File: src/hw/rtl/assert_macros.svh
// Assertion macros shared by the RTL files of the tilt sensor fusion block.
// Standalone header; the including module must have clock and reset in scope.
`ifndef ASSERT_MACROS_SVH
`define ASSERT_MACROS_SVH

// Clocked check, switched off while reset is high.
`define TSF_ASSERT(label, prop, msg) \
   label: assert property (@(posedge clock) disable iff (reset) (prop)) \
      else $error(msg);

// Clocked check that also runs through reset.
`define TSF_ASSERT_ALWAYS(label, prop, msg) \
   label: assert property (@(posedge clock) (prop)) \
      else $error(msg);

`endif

File: src/hw/rtl/tsf_pkg.sv
// Types, constants and helpers for the tilt sensor fusion block.
// No dependencies; used by every RTL module of the block.
package tsf_pkg;

   localparam int REG_COUNT       = 8;
   localparam int LANE_COUNT      = 7;
   localparam int CSR_INDEX_WIDTH = 3;
   localparam int CSR_DATA_WIDTH  = 32;

   localparam int RAW_WIDTH   = 17;  // 16-bit sample, sign or zero extended
   localparam int CAL_WIDTH   = 32;
   localparam int SAT_WIDTH   = 50;  // widest intermediate handed to sat32
   localparam int VEC_WIDTH   = 36;  // CORDIC x/y with pre-rotation and gain growth
   localparam int ANGLE_WIDTH = 20;  // CORDIC angle accumulator
   localparam int TILT_WIDTH  = 19;
   localparam int MAX_STAGES  = 24;

   localparam int ALPHA_SHIFT = 15;
   localparam int RECIP_SHIFT = 8;

   localparam logic signed [ANGLE_WIDTH-1:0] PI_Q16      = 20'sd205887;
   localparam logic signed [ANGLE_WIDTH-1:0] HALF_PI_Q16 = 20'sd102944;

   localparam logic signed [SAT_WIDTH-1:0] S32_MAX = 50'sd2147483647;
   localparam logic signed [SAT_WIDTH-1:0] S32_MIN = -50'sd2147483648;

   // atan(2^-i) in Q3.16, rounded to nearest
   localparam logic [15:0] ATAN_Q16 [MAX_STAGES] = '{
      16'd51472, 16'd30385, 16'd16055, 16'd8150, 16'd4091, 16'd2047, 16'd1024, 16'd512,
      16'd256,   16'd128,   16'd64,    16'd32,   16'd16,   16'd8,    16'd4,    16'd2,
      16'd1,     16'd0,     16'd0,     16'd0,    16'd0,    16'd0,    16'd0,    16'd0
   };

   typedef enum logic [CSR_INDEX_WIDTH-1:0] {
      REG_CAL_ACCEL_X1 = 3'd0,
      REG_CAL_ACCEL_X2 = 3'd1,
      REG_CAL_ACCEL_Y1 = 3'd2,
      REG_CAL_ACCEL_Y2 = 3'd3,
      REG_CAL_GYRO_ONE = 3'd4,
      REG_CAL_GYRO_TWO = 3'd5,
      REG_CAL_YAW_RATE = 3'd6,
      REG_GEOMETRY     = 3'd7
   } csr_index_type;

   typedef enum logic {
      LANE_LINEAR = 1'b0,  // raw * gain + offset
      LANE_GYRO   = 1'b1   // (raw + offset) * gain
   } lane_mode_type;

   typedef struct packed {
      logic signed [15:0] accel_x1;
      logic signed [15:0] accel_x2;
      logic signed [15:0] accel_y1;
      logic signed [15:0] accel_y2;
      logic signed [15:0] gyro_one;
      logic signed [15:0] gyro_two;
      logic        [15:0] yaw_raw;
   } req_type;

   typedef struct packed {
      logic signed [TILT_WIDTH-1:0] tilt_angle;
      logic signed [31:0]           tilt_rate;
      logic signed [31:0]           tilt_accel;
      logic signed [31:0]           yaw_rate;
   } rsp_type;

   // calibrated channels, lanes to merge stage
   typedef struct packed {
      logic signed [CAL_WIDTH-1:0] x1;
      logic signed [CAL_WIDTH-1:0] x2;
      logic signed [CAL_WIDTH-1:0] y1;
      logic signed [CAL_WIDTH-1:0] y2;
      logic signed [CAL_WIDTH-1:0] g1;
      logic signed [CAL_WIDTH-1:0] g2;
      logic signed [CAL_WIDTH-1:0] yaw;
   } chan_type;

   // vector handed to the CORDIC
   typedef struct packed {
      logic signed [CAL_WIDTH-1:0] num;
      logic signed [CAL_WIDTH-1:0] den;
   } vec_type;

   // results that bypass the CORDIC
   typedef struct packed {
      logic signed [31:0] tilt_rate;
      logic signed [31:0] tilt_accel;
      logic signed [31:0] yaw_rate;
   } side_type;

   function automatic logic signed [CAL_WIDTH-1:0] sat32(input logic signed [SAT_WIDTH-1:0] v);
      logic signed [CAL_WIDTH-1:0] r;
      if (v > S32_MAX) begin
         r = S32_MAX[CAL_WIDTH-1:0];
      end else if (v < S32_MIN) begin
         r = S32_MIN[CAL_WIDTH-1:0];
      end else begin
         r = v[CAL_WIDTH-1:0];
      end
      return r;
   endfunction

endpackage

File: src/hw/rtl/tsf_cal_lane.sv
// One calibration lane: gain/offset correction of one sensor channel.
// Depends on tsf_pkg.
module tsf_cal_lane (
   input  logic                                  clock,
   input  tsf_pkg::lane_mode_type                lane_mode,
   input  logic signed [tsf_pkg::RAW_WIDTH-1:0]  raw,
   input  logic [tsf_pkg::CSR_DATA_WIDTH-1:0]    cal,
   output logic signed [tsf_pkg::CAL_WIDTH-1:0]  cal_value
);
   import tsf_pkg::*;

   localparam int PRE_WIDTH  = RAW_WIDTH + 1;
   localparam int PROD_WIDTH = PRE_WIDTH + 16;

   logic signed [15:0]            gain;
   logic signed [15:0]            offset;
   logic signed [PRE_WIDTH-1:0]   mult_a;
   logic signed [PROD_WIDTH-1:0]  prod;
   logic signed [PROD_WIDTH:0]    sum;
   logic signed [CAL_WIDTH-1:0]   cal_value_in;
   logic signed [CAL_WIDTH-1:0]   cal_value_ff;

   always_comb begin
      gain   = $signed(cal[31:16]);
      offset = $signed(cal[15:0]);
      unique case (lane_mode)
         LANE_GYRO: begin
            mult_a = PRE_WIDTH'(raw) + PRE_WIDTH'(offset);
            prod   = PROD_WIDTH'(mult_a) * PROD_WIDTH'(gain);
            sum    = (PROD_WIDTH+1)'(prod);
         end
         default: begin
            mult_a = PRE_WIDTH'(raw);
            prod   = PROD_WIDTH'(mult_a) * PROD_WIDTH'(gain);
            sum    = (PROD_WIDTH+1)'(prod) + (PROD_WIDTH+1)'(offset);
         end
      endcase
      cal_value_in = sat32(SAT_WIDTH'(sum));
   end

   always_ff @(posedge clock) begin
      cal_value_ff <= cal_value_in;
   end

   assign cal_value = cal_value_ff;

endmodule

File: config.mk
export PLATFORM = sky130hd
export DESIGN_NAME = tsf_cal_lane
export DESIGN_NICKNAME = d
export VERILOG_FILES = /design/src/hw/rtl/assert_macros.svh /design/src/hw/rtl/tsf_pkg.sv /design/src/hw/rtl/tsf_cal_lane.sv
export SDC_FILE = /design/constraint.sdc
export NUM_CORES = 2
export LEC_CHECK = 0
export BUFFER_PORTS_ARGS = -buffer_cell sky130_fd_sc_hd__buf_2
export CAP_MARGIN = 20
export CELL_PAD_IN_SITES_DETAIL_PLACEMENT = 2
export CELL_PAD_IN_SITES_GLOBAL_PLACEMENT = 2
export CORE_MARGIN = 4
export CORE_UTILIZATION = 42
export CTS_CLUSTER_DIAMETER = 50
export DETAILED_ROUTE_END_ITERATION = 8
export PLACE_DENSITY_LB_ADDON = 0.1
export SYNTH_ARGS = -nofsm -noshare
export SYNTH_HDL_FRONTEND = slang
export SYNTH_SLANG_ARGS = --single-unit
File: constraint.sdc
create_clock -name clock -period 11.37 [get_ports clock]
set_clock_uncertainty 0.15 [all_clocks]
set_input_delay 0.5685 -clock clock [delete_from_list [all_inputs] [get_ports clock]]
set_output_delay 0.5685 -clock clock [all_outputs]
set_load 0.03 [all_outputs]
Word-level counts from Yosys, hierarchy flattened
Cells that the tools add are included.
{"block": "classes", "n_mul": 2, "order_cmp": 2, "mux": 2, "add_sub_neg": 2}
{"op": "35-bit by 32-bit greater-than comparator with 1-bit output, second input constant", "count": 1}
{"op": "35-bit by 32-bit less-than comparator with 1-bit output, second input constant", "count": 1}
{"op": "35-bit two-way mux", "count": 1}
{"op": "33-bit by 16-bit adder with 34-bit output", "count": 1}
{"op": "18-bit by 16-bit multiplier with 34-bit output", "count": 1}
{"op": "17-bit by 16-bit multiplier with 33-bit output", "count": 1}
{"op": "32-bit two-way mux", "count": 1}
{"op": "17-bit by 16-bit adder with 18-bit output", "count": 1}
{"block": "word_totals", "out_inout_bits": 32, "ff_bits": 32, "wordCells": 9, "input_bits": 51}

Logic depth before layout (Yosys ltp)
{"block": "depth", "word_depth": 5, "ltp_mapped": 40, "mapped_depth_nobuf": 36}

Worst setup path before layout
Ideal clock, no wire load.
{"block": "synth_path", "kind": "in2reg", "startpoint": "input raw[1] (netlist name)", "endpoint": "register cal_value_ff[24], in the netlist cal_value[24]", "n_path_buf": 5, "path_stages": 37, "required_time_ns": 11.150, "slack_ns": 2.483, "setup_time_ns": 0.070, "arrival_ns": 8.667, "path_cell_list": "clkbuf_1 inv_1 fa_1 nor2b_1 o21ai_0 a21boi_0 o21ai_0 a21oi_1 a41o_1 o211ai_1 a41oi_1 or3_1 clkbuf_1 clkbuf_1 nand3_1 fa_1 inv_1 fa_1 fa_1 fa_1 fa_1 inv_1 fa_1 inv_1 ha_1 a21o_1 a21o_1 a2111oi_0 o41ai_1 mux2_2 a31oi_1 o2111ai_1 o21ai_2 buf_6 buf_6 o21ai_1 a21oi_1"}
{"block": "synth_via", "elab_chain_cells": 5}
{"element": "from (decl)", "line_no": "tsf_cal_lane.sv:6", "text": "input logic signed [tsf_pkg::RAW_WIDTH-1:0] raw,"}
{"element": "17-bit by 16-bit multiplier with 33-bit output / 17-bit by 16-bit adder with 18-bit output (equally long branches)", "line_no": "tsf_cal_lane.sv:34, tsf_cal_lane.sv:28"}
{"element": "33-bit by 16-bit adder with 34-bit output / 18-bit by 16-bit multiplier with 34-bit output (equally long branches)", "line_no": "tsf_cal_lane.sv:35, tsf_cal_lane.sv:29"}
{"element": "35-bit two-way mux (*)", "line_no": "tsf_cal_lane.sv:26", "text": "unique case (lane_mode)"}
{"element": "35-bit by 32-bit less-than comparator with 1-bit output", "line_no": "tsf_pkg.sv:95", "text": "end else if (v < S32_MIN) begin"}
{"element": "32-bit two-way mux", "line_no": "tsf_pkg.sv:95"}
{"element": "to (signal assigned)", "line_no": "tsf_cal_lane.sv:42", "text": "cal_value_ff <= cal_value_in;"}
{"element": "to (decl)", "line_no": "tsf_cal_lane.sv:21", "text": "logic signed [CAL_WIDTH-1:0] cal_value_ff;"}
Every way passes the cells marked *; elsewhere a longest branch is shown, timed or not.
A chain may end at the register's enable or synchronous reset.

Worst setup path in the final report
{"block": "layout_path", "startpoint": "input raw[1] (netlist name)", "endpoint": "register cal_value_ff[27], in the netlist cal_value[27]"}
Same word-level chain as after synthesis.

==> results.cfg <==
[outcome]
outcome = complete, no violations

[global_route]
antenna_found_initial = 0
grt_pass1_vias = 23300
grt_overflow = 0
met1_usage_pct = 30.4
grt_pass1_wl_um = 129000
busiest_layer = met2
use_met2_pct = 54.2
use_met3_pct = 2.20
grt_max_degree = 56
grt_use_total_pct = 27.3

[logic_synthesis]
ys_types = 77
synth_area_leaders = fa_1 48%, inv_1 10%, ha_1 9.8%
ys_ff_latch = 32
synth_top_area_cell = fa_1
syn-num-nets = 3562
yosys_warnings = 0
synth_seq_area_share_pct = 2.64
synth.top_cell.area_share_pct = 48.3
netlist_area_mm2 = 0.0243
synth_async_sr_flop_share_pct = 0
ys.flop_type = dfxtp_1
avgSynthCellArea_um2 = 8.87
post-synth-top-count-cell = inv_1
synth_edf_count = 0
synth_common_cells = 647 x inv_1, 586 x fa_1, 335 x nand2_1, 224 x and2_1, 190 x ha_1
syn_inst = 2735

[drt]
routed_wl_um = 80700
detail_route.wl_per_cell_um = 23.1
drt-initial-drc-count = 692
drc = 0
num_vias = 18600
final_antenna_net_count = 0
viasPerCell = 5.32
first_pass_iters = 4

[floorplanning]
fp-row-count = 87
dieArea_mm2 = 0.0617
fp.dieW_um = 248
die_h_um = 248
ios = 83
core_area_mm2 = 0.0568
start_util_pct = 42.7

[worst_setup_path]
critPathCaptureType = flop
slowest_delay_ns = 0.95
cp.required_ns = 11.43
crit_path_max_fanout = 39
crit_path_top_delay_cell = fa_1
start_kind = input port
critical_path_class = in2reg
worst_path_most_repeated_cell = fa_1
critPathArrivalTime_ns = 10.73

[cells_and_area]
nets = 3561
drive_gt1_share_pct = 5.63
area_growth_pct = 5.30
largest_reg_flops = 32
fillers = 6364

[sta]
post-route-period-util_pct = 93.8
rsz0062_at_grt = no
max_slew.worst_pin.slew_ns = 1.17
maxSlewViolCount = 0
fmax_mhz = 93.7
slew_headroom_pct = 21.6
hold_viol_final = 0
finalCriticalPeriod_ns = 10.67
final-setup-viol-count = 0
final.setup.tns_ns = 0

[clock_tree]
clk_pin_slew_ns = 0.05
clockBufferDepth = 2
htreeDepth = 2
cts_buffers = 5
root_buffer = clkbuf_16
cts_setup_buffers = 0
cts_tree = yes
ctsResizeCount = 0
cts.sinks = 32
holdBufCountCts = 0

[run]
maxCapViolCount = 0

[hold_path]
min_path_type = in2reg

[placed_design]
hpwl_um = 68100
place_congestion = 0.840
port_buffers = 82
[per-stage QoR]
step	std cells	hold slack [ns]	util (%)	instance area (um^2)	worst slack, ns
2_1_floorplan	2735	0.734	-	24300	2.48
3_3_place_gp	3479	0.856	44.6	25300	0.853
3_5_place_dp	3482	0.857	44.6	25400	0.386
4_1_cts	3490	0.917	44.9	25500	0.618
5_1_grt	3491	0.994	45.0	25500	0.0403
6_report	3492	0.901	45.0	25600	0.702
[per-layer routing]
metal | routed length (um) | vias to the layer above
met5 | 0 | -
li1 | - | 8152
met2 | 44600 | 287
met4 | 3310 | 0
met1 | 30900 | 10000
met3 | 1870 | 146
[final timing paths]
kind,start,end,cells after the start
max,raw[1],cal_value[27]$_SDFF_PN1_,34
min,lane_mode,cal_value[29]$_SDFF_PN1_,5
[logic make-up after synthesis]
family / after synthesis / share of synthesized area [%]
DFF: 32 / 2.64
AOI/OAI and AO/OA: 310 / 8.28
and+or+nand+nor: 752 / 15.3
xor gates and xnor gates: 84 / 3.14
muxes: 8 / 0.356
adders and majority gates: 778 / 58.2
buffers and inverters: 771 / 12.1
[critical path, delay by kind of cell]
family	cells	cell delay (ns)
AOI/OAI and AO/OA	16	3.70
adders and majority gates	8	4.18
buffers and inverters	6	1.32
muxes	1	0.30
and+or+nand+nor	3	0.61
[cell usage in the layout (no fill, tap or decap), types with 34 or more instances in the layout]
cell,n
inv_1,647
fa_1,586
nand2_1,335
and2_1,224
ha_1,190
a21oi_1,84
buf_2,83
o21ai_0,75
xnor2_1,64
nor2_1,59
a21o_1,43
nand2b_1,34
[cell type report]
cell class                 instances  area, um^2  share of cell area (%)
inverter                         648        2430                    9.52
clock buffer                       6         129                   0.504
antenna                            1        2.50                 0.00979
timing repair buffer             115         656                    2.57
tap                              756         946                    3.70
multi-input combinational       1932       20700                    81.1
sequential                        32         641                    2.51
clock inverter                     2        35.0                   0.137
Power is not shown: default switching activity piles up to over one toggle a cycle in this logic, so the estimate is an artifact.
