$ cat src/hw/rtl/assert_macros.svh
// Assertion macros shared by the RTL files of the tilt sensor fusion block.
// Standalone header; the including module must have clock and reset in scope.
`ifndef ASSERT_MACROS_SVH
`define ASSERT_MACROS_SVH

// Clocked check, switched off while reset is high.
`define TSF_ASSERT(label, prop, msg) \
   label: assert property (@(posedge clock) disable iff (reset) (prop)) \
      else $error(msg);

// Clocked check that also runs through reset.
`define TSF_ASSERT_ALWAYS(label, prop, msg) \
   label: assert property (@(posedge clock) (prop)) \
      else $error(msg);

`endif

$ cat src/hw/rtl/tsf_pkg.sv
// Types, constants and helpers for the tilt sensor fusion block.
// No dependencies; used by every RTL module of the block.
package tsf_pkg;

   localparam int REG_COUNT       = 8;
   localparam int LANE_COUNT      = 7;
   localparam int CSR_INDEX_WIDTH = 3;
   localparam int CSR_DATA_WIDTH  = 32;

   localparam int RAW_WIDTH   = 17;  // 16-bit sample, sign or zero extended
   localparam int CAL_WIDTH   = 32;
   localparam int SAT_WIDTH   = 50;  // widest intermediate handed to sat32
   localparam int VEC_WIDTH   = 36;  // CORDIC x/y with pre-rotation and gain growth
   localparam int ANGLE_WIDTH = 20;  // CORDIC angle accumulator
   localparam int TILT_WIDTH  = 19;
   localparam int MAX_STAGES  = 24;

   localparam int ALPHA_SHIFT = 15;
   localparam int RECIP_SHIFT = 8;

   localparam logic signed [ANGLE_WIDTH-1:0] PI_Q16      = 20'sd205887;
   localparam logic signed [ANGLE_WIDTH-1:0] HALF_PI_Q16 = 20'sd102944;

   localparam logic signed [SAT_WIDTH-1:0] S32_MAX = 50'sd2147483647;
   localparam logic signed [SAT_WIDTH-1:0] S32_MIN = -50'sd2147483648;

   // atan(2^-i) in Q3.16, rounded to nearest
   localparam logic [15:0] ATAN_Q16 [MAX_STAGES] = '{
      16'd51472, 16'd30385, 16'd16055, 16'd8150, 16'd4091, 16'd2047, 16'd1024, 16'd512,
      16'd256,   16'd128,   16'd64,    16'd32,   16'd16,   16'd8,    16'd4,    16'd2,
      16'd1,     16'd0,     16'd0,     16'd0,    16'd0,    16'd0,    16'd0,    16'd0
   };

   typedef enum logic [CSR_INDEX_WIDTH-1:0] {
      REG_CAL_ACCEL_X1 = 3'd0,
      REG_CAL_ACCEL_X2 = 3'd1,
      REG_CAL_ACCEL_Y1 = 3'd2,
      REG_CAL_ACCEL_Y2 = 3'd3,
      REG_CAL_GYRO_ONE = 3'd4,
      REG_CAL_GYRO_TWO = 3'd5,
      REG_CAL_YAW_RATE = 3'd6,
      REG_GEOMETRY     = 3'd7
   } csr_index_type;

   typedef enum logic {
      LANE_LINEAR = 1'b0,  // raw * gain + offset
      LANE_GYRO   = 1'b1   // (raw + offset) * gain
   } lane_mode_type;

   typedef struct packed {
      logic signed [15:0] accel_x1;
      logic signed [15:0] accel_x2;
      logic signed [15:0] accel_y1;
      logic signed [15:0] accel_y2;
      logic signed [15:0] gyro_one;
      logic signed [15:0] gyro_two;
      logic        [15:0] yaw_raw;
   } req_type;

   typedef struct packed {
      logic signed [TILT_WIDTH-1:0] tilt_angle;
      logic signed [31:0]           tilt_rate;
      logic signed [31:0]           tilt_accel;
      logic signed [31:0]           yaw_rate;
   } rsp_type;

   // calibrated channels, lanes to merge stage
   typedef struct packed {
      logic signed [CAL_WIDTH-1:0] x1;
      logic signed [CAL_WIDTH-1:0] x2;
      logic signed [CAL_WIDTH-1:0] y1;
      logic signed [CAL_WIDTH-1:0] y2;
      logic signed [CAL_WIDTH-1:0] g1;
      logic signed [CAL_WIDTH-1:0] g2;
      logic signed [CAL_WIDTH-1:0] yaw;
   } chan_type;

   // vector handed to the CORDIC
   typedef struct packed {
      logic signed [CAL_WIDTH-1:0] num;
      logic signed [CAL_WIDTH-1:0] den;
   } vec_type;

   // results that bypass the CORDIC
   typedef struct packed {
      logic signed [31:0] tilt_rate;
      logic signed [31:0] tilt_accel;
      logic signed [31:0] yaw_rate;
   } side_type;

   function automatic logic signed [CAL_WIDTH-1:0] sat32(input logic signed [SAT_WIDTH-1:0] v);
      logic signed [CAL_WIDTH-1:0] r;
      if (v > S32_MAX) begin
         r = S32_MAX[CAL_WIDTH-1:0];
      end else if (v < S32_MIN) begin
         r = S32_MIN[CAL_WIDTH-1:0];
      end else begin
         r = v[CAL_WIDTH-1:0];
      end
      return r;
   endfunction

endpackage

$ cat src/hw/rtl/tsf_merge.sv
// Merge stage: combines the calibrated lanes into the tilt vector,
// mean gyro rate and angular acceleration. Two stages. Depends on tsf_pkg.
module tsf_merge (
   input  logic                               clock,
   input  tsf_pkg::chan_type                  chan,
   input  logic [tsf_pkg::CSR_DATA_WIDTH-1:0] geometry,
   output tsf_pkg::vec_type                   vec,
   output tsf_pkg::side_type                  side
);
   import tsf_pkg::*;

   localparam int AP_WIDTH   = CAL_WIDTH + 16;      // alpha products
   localparam int DIFF_WIDTH = CAL_WIDTH + 1;
   localparam int ACC_WIDTH  = DIFF_WIDTH + 16;

   logic signed [15:0]            alpha;
   logic signed [15:0]            recip;

   // stage A
   logic signed [AP_WIDTH-1:0]    px2_in, px2_ff;
   logic signed [AP_WIDTH-1:0]    py2_in, py2_ff;
   logic signed [CAL_WIDTH-1:0]   x1_ff, y1_ff, yaw_ff;
   logic signed [DIFF_WIDTH-1:0]  diff_in, diff_ff;
   logic signed [DIFF_WIDTH-1:0]  gsum;
   logic signed [CAL_WIDTH-1:0]   rate_in, rate_ff;

   // stage B
   logic signed [AP_WIDTH-1:0]    px2_shr, py2_shr;
   logic signed [ACC_WIDTH-1:0]   acc_prod;
   logic signed [ACC_WIDTH-1:0]   acc_shr;
   vec_type                       vec_in, vec_ff;
   side_type                      side_in, side_ff;

   always_comb begin
      alpha   = $signed(geometry[31:16]);
      recip   = $signed(geometry[15:0]);
      px2_in  = AP_WIDTH'(chan.x2) * AP_WIDTH'(alpha);
      py2_in  = AP_WIDTH'(chan.y2) * AP_WIDTH'(alpha);
      diff_in = DIFF_WIDTH'(chan.x1) - DIFF_WIDTH'(chan.x2);
      gsum    = DIFF_WIDTH'(chan.g1) + DIFF_WIDTH'(chan.g2);
      rate_in = gsum[DIFF_WIDTH-1:1];  // floor of half
   end

   always_ff @(posedge clock) begin
      px2_ff  <= px2_in;
      py2_ff  <= py2_in;
      x1_ff   <= chan.x1;
      y1_ff   <= chan.y1;
      diff_ff <= diff_in;
      rate_ff <= rate_in;
      yaw_ff  <= chan.yaw;
   end

   always_comb begin
      px2_shr            = px2_ff >>> ALPHA_SHIFT;
      py2_shr            = py2_ff >>> ALPHA_SHIFT;
      vec_in.num         = sat32(SAT_WIDTH'(x1_ff) - SAT_WIDTH'(px2_shr));
      vec_in.den         = sat32(SAT_WIDTH'(y1_ff) - SAT_WIDTH'(py2_shr));
      acc_prod           = ACC_WIDTH'(diff_ff) * ACC_WIDTH'(recip);
      acc_shr            = acc_prod >>> RECIP_SHIFT;
      side_in.tilt_rate  = rate_ff;
      side_in.tilt_accel = sat32(SAT_WIDTH'(acc_shr));
      side_in.yaw_rate   = yaw_ff;
   end

   always_ff @(posedge clock) begin
      vec_ff  <= vec_in;
      side_ff <= side_in;
   end

   assign vec  = vec_ff;
   assign side = side_ff;

endmodule

$ cat config.mk
export PLATFORM = sky130hd
export DESIGN_NAME = tsf_merge
export DESIGN_NICKNAME = d
export VERILOG_FILES = /design/src/hw/rtl/assert_macros.svh /design/src/hw/rtl/tsf_pkg.sv /design/src/hw/rtl/tsf_merge.sv
export SDC_FILE = /design/constraint.sdc
export NUM_CORES = 2
export LEC_CHECK = 0
export BUFFER_PORTS_ARGS = -buffer_cell sky130_fd_sc_hd__buf_2
export CORE_MARGIN = 3
export CORE_UTILIZATION = 64
export DETAILED_ROUTE_END_ITERATION = 8
export PLACE_DENSITY_LB_ADDON = 0.2
export SYNTH_ARGS = -nofsm -noshare
export SYNTH_HDL_FRONTEND = slang
export SYNTH_SLANG_ARGS = --single-unit
$ cat constraint.sdc
create_clock -name clock -period 10.7 [get_ports clock]
set_input_delay 2.14 -clock clock [delete_from_list [all_inputs] [get_ports clock]]
set_output_delay 2.14 -clock clock [all_outputs]
set_load 0.05 [all_outputs]
## Yosys cells after proc, flatten, opt, wreduce, memory -nomap -nowiden

Index checks and enable logic that the tools add are counted.

- Word-level logic and storage cells: 28
- Bits of input ports: 257
- Register bits: 417
- Output and inout port bits: 160

- $add $sub $neg: 4
- Multipliers: 3
- Muxes and demuxes: 3
- Magnitude comparators: 6

Operators with widths:

| kind | count |
|---|---|
| $mul 32x16->48 | 2 |
| $mux 32 | 3 |
| $gt 34x32->1 const B | 2 |
| $lt 34x32->1 const B | 2 |
| $sub 32x33->34 | 2 |
| $mul 33x16->49 | 1 |
| $gt 41x32->1 const B | 1 |
| $lt 41x32->1 const B | 1 |
| $add 32x32->33 | 1 |
| $sub 32x32->33 | 1 |

## Longest topological paths before layout

- Word-level depth: 3
- Gate-level depth with buffers: 29
- Mapped depth without buffers: 26

## Worst setup path before layout

Ideal clock, no wire load.

- Path kind: input to register
- Start point: input port geometry[1] in the netlist's numbering
- End point: register side_ff, in the netlist side[53]
- Path buffers: 3
- Data required time: 10.631 ns
- Setup slack: 2.240 ns
- Stages: 27
- Arrival time: 8.391 ns
- Cell sequence: clkbuf_1 > nand2_1 > fa_1 > inv_1 > fa_1 > inv_1 > fa_1 > inv_1 > fa_1 > fa_1 > inv_1 > fa_1 > inv_1 > ha_1 > buf_4 > a21oi_1 > o21bai_1 > a21o_1 > a2111oi_2 > o22ai_1 > a31o_1 > a221oi_2 > nor2b_1 > nand4_1 > o41a_1 > buf_2 > o21ai_1

- Cells in the longest elaborated chain, start to end: 3

Ends and longest elaborated chain:

| what | RTL line | source |
|---|---|---|
| start, declared | tsf_merge.sv:6 | `input logic [tsf_pkg::CSR_DATA_WIDTH-1:0] geometry,` |
| $mul 33x16->49 * | tsf_merge.sv:59 | `acc_prod = ACC_WIDTH'(diff_ff) * ACC_WIDTH'(recip);` |
| $lt 41x32->1 | tsf_pkg.sv:95 | `end else if (v < S32_MIN) begin` |
| $mux 32 | tsf_pkg.sv:95 |  |
| end signal, assigned | tsf_merge.sv:68 | `side_ff <= side_in;` |
| end, declared | tsf_merge.sv:32 | `side_type side_in, side_ff;` |

Mark *: on every way between the ends. The rest lies on a longest branch, timed or not.
A chain may end at the register's enable or synchronous reset.

## Worst setup path in the final report

- Start point: input port geometry[1] in the netlist's numbering
- End point: register side_ff, in the netlist side[59]

The elaborated chain is that of the path after synthesis.

==> reports/metrics.cfg <==
[sta]
slew_headroom = 0.245
drv_slew = 0
rsz0062_at_grt = no
max_freq_mhz = 109
holdWs_ns = 0.321
worst_slew_pin_slew_ns = 1.13
fin_crit_sh = 0.858
finClkSkew_ns = 0.0294
fin_crit_ns = 9.18
fin_setup_tns_ns = 0
hold_viol = 0
setup_viol = 0

[die]
placementRows = 117
start_util = 0.649
fp.dieH_um = 328
ios = 417
core_area_sq_mm = 0.102
fp.dieW_um = 328
die-area_sq_mm = 0.108

[run_status]
status = finished clean

[detailed_routing]
firstDrtPassIters = 7
via_count = 48785
drt-met1-wl_mm = 64.3
post-route-drc-count = 0
highest_layer = met5
vias_per_cell = 5.51
met2_wirelength_mm = 81.2
routed_wl_mm = 166
drtAntennaViolNets = 0
wl_per_cell_um = 18.8
routed-wl-met3_mm = 14.5
drt-initial-drc-count = 2960

[grt]
gr-total-overflow = 0
grtUsageTotal = 0.320
grt_pass1_wl_mm = 274
grt_max_degree = 47
grt_antenna_before_repair = 25
grt_pass1_vias = 53459

[critical_path]
cp_data_required_time_ns = 11.18
r2r_slack_ns = 2.69
critPathArrivalTime_ns = 9.66
cp-start-kind = primary input
reg2regPathDepth = 21
endpoint_kind = flip-flop
crit_fanout = 33
critical_path_class = in2reg

[clock_network]
cts-root-buf = clkbuf_16
clock_latency_ns = 0.64
clk_pin_slew_worst_paths_ns = 0.06
cts_num_sinks = 387
cts_resized = 0
cts_hold_buf = 0
clock_path_buffers = 3
post-cts-setup-buffers = 0
cts_tree = done
cts_max_level = 2
cts-buffers-inserted = 45

[synthesis]
syn_nets = 9429
synth.avg_cell_area_sq_um = 9.20
syn_inst = 7235
synth_top_area_cell = fa_1
yosysSeqAreaShare = 0.116
synth_area_leaders = fa_1 44%, dfxtp_1 12%, inv_1 9.6%
yosysUniqueCellTypes = 81
synth_top_area_share = 0.443
synth_flop_cell = dfxtp_1
ys_warn_count = 0
synthArstFlopShare = 0
syn_area_sq_mm = 0.0665
synth-edff-count = 0
ys_seq_elements = 387

[cells_and_area]
final_cell_mix = 1694 x inv_1, 1473 x fa_1, 1032 x nand2_1
final_common_cell = inv_1
area_growth_pct = 6.64
fin_area_sq_mm = 0.0709
nets = 9631
fin_util = 0.692
post_route_cells_drive_above_1_share = 0.0749

[placed_design]
placed_area_sq_mm = 0.0695
io_buffers = 416
place_hpwl_mm = 136
gp_congestion = 0.927

[min_path]
worstHoldPathType = reg2reg
min_path_cells = 0

[job]
cap_violations = 0

synthesized netlist by cell type, types with 24 or more instances:
cell / instances
a21o_1: 113
a21oi_1: 178
a31oi_1: 29
and2_1: 539
clkbuf_1: 280
dfxtp_1: 387
fa_1: 1473
ha_1: 464
inv_1: 1694
nand2_1: 1032
nand2b_1: 71
nand3_1: 36
nand4_1: 33
nor2_1: 135
nor2b_1: 30
nor3_1: 39
o21a_1: 30
o21ai_0: 122
o21ai_1: 47
o21bai_1: 24
o22ai_1: 33
xnor2_1: 146
xor2_1: 81
path summary, 6_finish.rpt:
check                   start        to
hold reg to reg   rate_ff[18]  side[82]
setup reg to reg   diff_ff[0]  side[59]
hold / removal    rate_ff[18]  side[82]
setup / recovery  geometry[1]  side[59]
sequential cells by signal (all words and copies together) (netlist names):
| signal | count |
|---|---|
| px2_ff | 33 |
| diff_ff | 33 |
| py2_ff | 33 |
| y1_ff | 32 |
| vec | 64 |
| x1_ff | 32 |
| side | 96 |
| rate_ff | 32 |
| yaw_ff | 32 |
layer usage:
layer / track usage / vias to the layer above
li1: - / 21896
met1: 0.409 / 24451
met2: 0.539 / 2007
met3: 0.0680 / 407
met4: 0.115 / 24
met5: 0 / -
cell families after synthesis:
logic type | synth area share
buffers and inverters | 0.113
XOR/XNOR | 0.0299
adder cells (fa/ha/maj) | 0.531
AO/OA/AOI/OAI | 0.0683
multiplexers | 0.000301
flip-flops | 0.116
AND/OR/NAND/NOR | 0.141
final cells by class:
class,count,area [sq um]
inverter,1696,6370
timing repair buffer,455,2390
sequential,387,7750
multi-input combinational,4852,51300
fill,8051,31500
clock inverter,21,195
tap,1368,1710
antenna,13,32.5
clock buffer,61,1240
stage by stage:
stage | std cells | setup slack (ns)
2_1_floorplan | 7235 | 2.24
3_3_place_gp | 8758 | 1.10
3_5_place_dp | 8758 | 0.884
4_1_cts | 8840 | 1.58
5_1_grt | 8848 | 1.09
6_report | 8853 | 1.52
worst max-delay path, cell delays in order:
cell	delay [ns]
buf_2	0.57
nand2_1	0.23
inv_1	0.18
fa_1	0.47
fa_1	0.55
inv_1	0.05
fa_1	0.49
inv_1	0.05
fa_1	0.49
fa_1	0.49
inv_1	0.05
fa_1	0.47
inv_1	0.04
ha_1	0.38
a21oi_1	0.17
o21bai_1	0.08
a21o_1	0.19
a2111oi_2	0.43
o22ai_1	0.16
a31o_1	0.24
a21oi_1	0.30
o211ai_1	0.15
o211ai_1	0.14
o41a_1	0.94
o21ai_1	0.18
Power is left out: the tool's default activity adds up to more than one toggle a clock period on the data nets, which glitch-free logic cannot reach.
